===== src/glmf_pkg.sv =====
`default_nettype none

package glmf_pkg;

  // Grid limits and value width.
  localparam int MAX_COLS   = 128;
  localparam int MAX_ROWS   = 128;
  localparam int VALUE_BITS = 16;

  // Field widths.
  localparam int COL_BITS   = 8;
  localparam int ROW_BITS   = 8;
  localparam int COUNT_BITS = 15;
  localparam int RING_BITS  = $clog2(MAX_COLS);
  localparam int DRAIN_BITS = $clog2(2 * MAX_COLS);

  // Reset value of the columns register.
  localparam logic [COL_BITS-1:0] COLS_RESET = COL_BITS'(MAX_COLS);

  typedef logic signed [VALUE_BITS-1:0] value_t;

  // The two buffered rows of one grid column.
  typedef struct packed {
    value_t upper;
    value_t middle;
  } column_t;

  // Control of the line buffer chain.
  typedef struct packed {
    logic clear;
    logic shift;
  } line_ctrl_t;

  // Control of the minimum tracker.
  typedef struct packed {
    logic clear;
    logic push;
    logic check;
  } eval_ctrl_t;

  typedef enum logic [1:0] {
    ST_RUN,
    ST_DRAIN,
    ST_DONE
  } state_t;

endpackage

`default_nettype wire


===== src/glmf_eval.sv =====
`default_nettype none

module glmf_eval
  import glmf_pkg::*;
(
  input  logic                  clk,
  input  logic                  rst,
  input  eval_ctrl_t            ctrl,
  input  value_t                centre,
  input  value_t                up,
  input  value_t                below,
  input  value_t                left,
  input  value_t                right,
  input  logic [ROW_BITS-1:0]   row,
  input  logic [COL_BITS-1:0]   col,
  output logic [COUNT_BITS-1:0] count,
  output logic                  any_found,
  output value_t                best_value,
  output logic [ROW_BITS-1:0]   best_row,
  output logic [COL_BITS-1:0]   best_col
);

  logic is_min;

  // Strictly below all four neighbors, and only once a row lies above.
  assign is_min = ctrl.check && (centre < up) && (centre < below) &&
                  (centre < left) && (centre < right);

  // Count saturates; the first occurrence of the smallest value is kept.
  always_ff @(posedge clk) begin
    if (rst || ctrl.clear) begin
      count      <= '0;
      any_found  <= 1'b0;
      best_value <= '0;
      best_row   <= '0;
      best_col   <= '0;
    end else if (ctrl.push && is_min) begin
      if (count != '1) begin
        count <= count + COUNT_BITS'(1);
      end
      if (!any_found || (centre < best_value)) begin
        any_found  <= 1'b1;
        best_value <= centre;
        best_row   <= row;
        best_col   <= col;
      end
    end
  end

endmodule

`default_nettype wire


===== config.mk =====
export PLATFORM = sky130hd
export DESIGN_NAME = glmf_eval
export DESIGN_NICKNAME = d
export VERILOG_FILES = /design/src/glmf_pkg.sv /design/src/glmf_eval.sv
export SDC_FILE = /design/constraint.sdc
export NUM_CORES = 1
export LEC_CHECK = 0
export ABC_CLOCK_PERIOD_IN_PS = 3630
export BUFFER_PORTS_ARGS = -buffer_cell sky130_fd_sc_hd__buf_2
export CORE_ASPECT_RATIO = 2
export CORE_UTILIZATION = 50
export DETAILED_ROUTE_END_ITERATION = 16
export PLACE_DENSITY = 0.87
export SLEW_MARGIN = 20
export SYNTH_ARGS = -nofsm -noshare
export SYNTH_HDL_FRONTEND = slang
export SYNTH_SLANG_ARGS = --single-unit

===== constraint.sdc =====
create_clock -name clk -period 3.63 [get_ports clk]
set_clock_uncertainty 0.1 [all_clocks]
set_input_delay 0.726 -clock clk [delete_from_list [all_inputs] [get_ports clk]]
set_output_delay 0.726 -clock clk [all_outputs]
set_load 0.01 [all_outputs]

## Yosys cells after proc, flatten, opt, wreduce, memory -nomap -nowiden

Index checks and enable logic that the tools add are counted.

| word-level totals | value |
|---|---|
| bits in registers | 48 |
| input port bits | 101 |
| output and inout bits | 48 |

| operators by class | value |
|---|---|
| add/sub/neg operators | 1 |
| magnitude comparators | 5 |
| equality and inequality tests | 1 |
| reductions and logical operators | 10 |

Operators by type and width:

| operator | count |
|---|---|
| < comparator 16 bit | 5 |
| adder 15 x 1 -> 15 bit (second input constant) | 1 |
| inequality test 15 bit (second input constant) | 1 |
| logical AND 1 bit | 5 |
| AND reduction 2 bit | 2 |
| logical OR 1 bit | 2 |
| zero test 1 bit | 1 |

## Depth between registers and ports, before layout

| depth | value |
|---|---|
| word-level depth | 7 |
| mapped depth | 12 |
| mapped depth without buffers | 10 |

## Least setup slack after synthesis

OpenSTA, ideal clock, no wires.

| timing | value |
|---|---|
| path kind | input to register |
| start point | input right[15] |
| end point | register count[10] |
| library setup time | 0.132 ns |
| arrival | 2.666 ns |
| slack | 0.732 ns |
| stages | 12 |
| buffers on the path | 2 |
| cell sequence | inv_1 > ha_1 > and4_1 > and2_1 > a221oi_1 > o21ai_1 > xor2_2 > nand4_4 > buf_6 > buf_2 > o21ai_0 > a21oi_1 |

| on the way | value |
|---|---|
| cells in the longest elaborated chain, start to end | 4 |

Ends and longest elaborated chain:

| what | RTL line | text |
|---|---|---|
| start, declared | glmf_eval.sv:13 | `input value_t right,` |
| < comparator 16 bit | glmf_eval.sv:27 | `(centre < left) && (centre < right);` |
| logical AND 1 bit | glmf_eval.sv:27 |  |
| logical AND 1 bit | glmf_eval.sv:37 | `end else if (ctrl.push && is_min) begin` |
| AND reduction 2 bit (no line) | n/a |  |
| end signal, assigned | glmf_eval.sv:39 | `count <= count + COUNT_BITS'(1);` |
| end, declared | glmf_eval.sv:16 | `output logic [COUNT_BITS-1:0] count,` |

No other way between the ends.
A chain may end at the register's enable or synchronous reset.

## Worst setup path in the final report

| timing | value |
|---|---|
| start point | input centre[6] |
| end point | register count[5] |

| on the way | value |
|---|---|
| cells in the longest elaborated chain, start to end | 7 |
| elaborated cells between the ends (all ways) | 10 |
| classes of those cells | order compare (4); reduce/logical (6) |

Ends and longest elaborated chain:

| what | RTL line | text |
|---|---|---|
| start, declared | glmf_eval.sv:9 | `input value_t centre,` |
| < comparator 16 bit | glmf_eval.sv:26 | `assign is_min = ctrl.check && (centre < up) && (centre < below) &&` |
| logical AND 1 bit (3 in series) | glmf_eval.sv:26 |  |
| logical AND 1 bit (*) | glmf_eval.sv:27 |  |
| logical AND 1 bit (*) | glmf_eval.sv:37 |  |
| AND reduction 2 bit (no line) (*) | n/a |  |

Every way passes the cells marked *; elsewhere a longest branch is shown, timed or not.

==> out/results.txt <==
Starting Density - 52.4%
CP startpoint kind - input pin
synthesis-to-layout area growth - 25.3%
pre-CTS worst setup slack - 0.121 ns
drt total wl - 9.41 mm
Async S/R FF share, synth - 0%
post-DR wirelength/cell - 13.5 µm
Post-synth EDFFs - 0
RSZ-0062 raised after global routing - no
Relative slew margins - 40.3%
fin util - 65.6%
root buffer cell - clkbuf_16
post-synthesis register bit count - 48
Final #Nets - 781
Critical Path End - count[5]$_SDFFE_PP0P_
GRT Util Overall - 23.9%
register area share after synthesis - 25.1%
RePlAce Congestion - 0.838
layout cells sized above 1 - 27.1%
Worst-Margin Slew - 0.896 ns
Die Y - 126 µm
Synth Flop Type - dfxtp_1
final worst-path setup slack - 0.389 ns
DRT iter0 DRCs - 99
total CTS buffers - 5
fill count - 613
cts hold-fix bufs - 0
Syn Std Cell Area - 3830 µm²
Ports - 149
initial antenna violation count - 0
Pins Over Slew Limit - 0
Overall Power - 1.32 mW
Post-Synthesis Cells - 457
Die Width - 63.9 µm
RR Startpoint - best_value[5]$_SDFFE_PP0P_
final worst path period need - 3.24 ns
Critical Path Source - centre[6]
DR vias - 3770
max-cap violation count - 0
drt first pass iters - 4
Final period util - 89.3%
post-CTS setup repair buffer count - 0
# diodes - 0
Mean Syn Cell Area - 8.39 µm²
Min-Delay Path Class - reg2reg
WP data required - 3.74 ns
R2R Setup Slk - 0.80 ns
Power per Cell Area - 274 nW/µm²
status - finished clean
CTS tree - yes
setup violators final - 0
reg2reg path depth - 10
most frequent cells in the layout - buf_2, inv_1, ha_1, dfxtp_1, nor2_1
RR Endpoint - best_row[3]$_SDFFE_PP0P_
Fmax - 309 MHz
clock slew at reported path FFs - 0.06 ns
vias in the first global route - 3732
CTS Buffer Depth - 2
Warnings, synthesis - 0
CP Class - in2reg
Core Region - 7320 µm²
full die area - 8040 µm²
DP HPWL - 7.88 mm
VDD IR max - 0.000298 V
Yosys cell types - 46
final hold violations - 0
I/O Buffers - 148
Resized cells post-CTS - 0
row count - 44
first-pass GRT wire length - 15.6 mm
H-tree Lvls - 2
DRC - 0
Clock Latency Late Sink - 0.28 ns
TritonCTS Sinks - 48
P_leak - 2.69 nW
critical path endpoint category - register
commonest non-fill, non-tap cell in the layout - buf_2
Detail Route Antenna Nets - 0
Syn Nets - 634
setup TNS - 0 ns
Overflow after GRT - 0
Max FO, Critical Path - 26
Via-to-Cell Ratio - 5.41
pin count of the biggest net entering global routing - 49
CP Data Arrival Time - 3.35 ns
## cell usage after synthesis (2+ instances only)
master / n / area share (%)
inv_1: 84 / 8.2
ha_1: 76 / 25
dfxtp_1: 48 / 25
nor2_1: 41 / 4.0
mux2i_1: 34 / 8.9
a21oi_1: 27 / 3.5
o21ai_0: 22 / 2.9
nand2_1: 21 / 2.1
or3_1: 12 / 2.0
and4_1: 8 / 1.8
nand3_1: 7 / 0.91
a211oi_1: 6 / 1.2
and3_1: 5 / 0.82
clkbuf_1: 5 / 0.49
nand2b_1: 5 / 0.82
nand4_1: 5 / 0.82
a21o_1: 4 / 0.78
buf_6: 4 / 1.2
o211ai_1: 4 / 0.78
a2111oi_0: 3 / 0.69
a221oi_1: 3 / 0.69
a31oi_1: 3 / 0.49
o21a_1: 3 / 0.59
a221o_1: 2 / 0.52
and2_1: 2 / 0.33
nor3_1: 2 / 0.26
o21ai_1: 2 / 0.26
## logic make-up after synthesis
group	share of synthesized area, %
mux	8.88
flops	25.1
xor+xnor	0.653
buf+inv	10.0
fa+ha+maj	24.8
compound gates	15.2
simple gates	15.4
## worst min-delay path by stage
stage	cells past startpoint	start	endpoint
global route	2	count[5]$_SDFFE_PP0P_	count[5]$_SDFFE_PP0P_
finish	2	count[14]$_SDFFE_PP0P_	count[14]$_SDFFE_PP0P_
global placement	2	count[14]$_SDFFE_PP0P_	count[14]$_SDFFE_PP0P_
CTS	2	count[14]$_SDFFE_PP0P_	count[14]$_SDFFE_PP0P_
detailed placement	2	best_col[6]$_SDFFE_PP0P_	best_col[6]$_SDFFE_PP0P_
floorplan	2	count[5]$_SDFFE_PP0P_	count[5]$_SDFFE_PP0P_
## worst max-delay path: stages
cell and delay [ns]:
buf_2 0.16, ha_1 0.33, and3_1 0.22, a221oi_1 0.27, o21a_1 0.23, o21ai_1 0.12
xor2_2 0.32, nand4_4 0.34, or4_1 0.49, a21oi_1 0.14
## routing by layer
metal	GRT usage [%]	up-vias	wire length (µm)
met5	0	-	0
met4	8.96	0	316
met3	3.26	26	342
met2	46.6	109	5140
met1	24.6	1746	3620
li1	-	1889	-
## final cells by class
cell class                      instances  area (µm²)  share of cell area (%)
Clock buffer                            5         125                    2.60
Multi-Input combinational cell        315        2490                    51.8
Inverter                               84         315                    6.56
Timing Repair Buffer                  150         756                    15.7
Tap cell                               92         115                    2.40
Sequential cell                        48         961                    20.0
Clock inverter                          3        42.5                   0.886
## stage by stage
stage / area (µm²) / hold WS (ns) / cells
final: 4800 / 0.391 / 697
after global routing: 4800 / 0.424 / 697
after CTS: 4800 / 0.393 / 697
after detailed placement: 4640 / 0.378 / 689
after global placement: 4640 / 0.370 / 689
after floorplan: 3830 / 0.408 / 457
## power breakdown
| group | leakage (nW) | total [mW] | switching, mW | internal [mW] |
|---|---|---|---|---|
| Clock | 0.0798 | 0.512 | 0.189 | 0.323 |
| Combinational | 2.23 | 0.275 | 0.150 | 0.126 |
| Sequential | 0.386 | 0.528 | 0.000698 | 0.528 |
## state kept, by name (all words and copies together), names as in the netlist
register    cells
count          15
best_value     16
best_col        8
any_found       1
best_row        8
No activity file was read; power rests on OpenSTA's default activity.
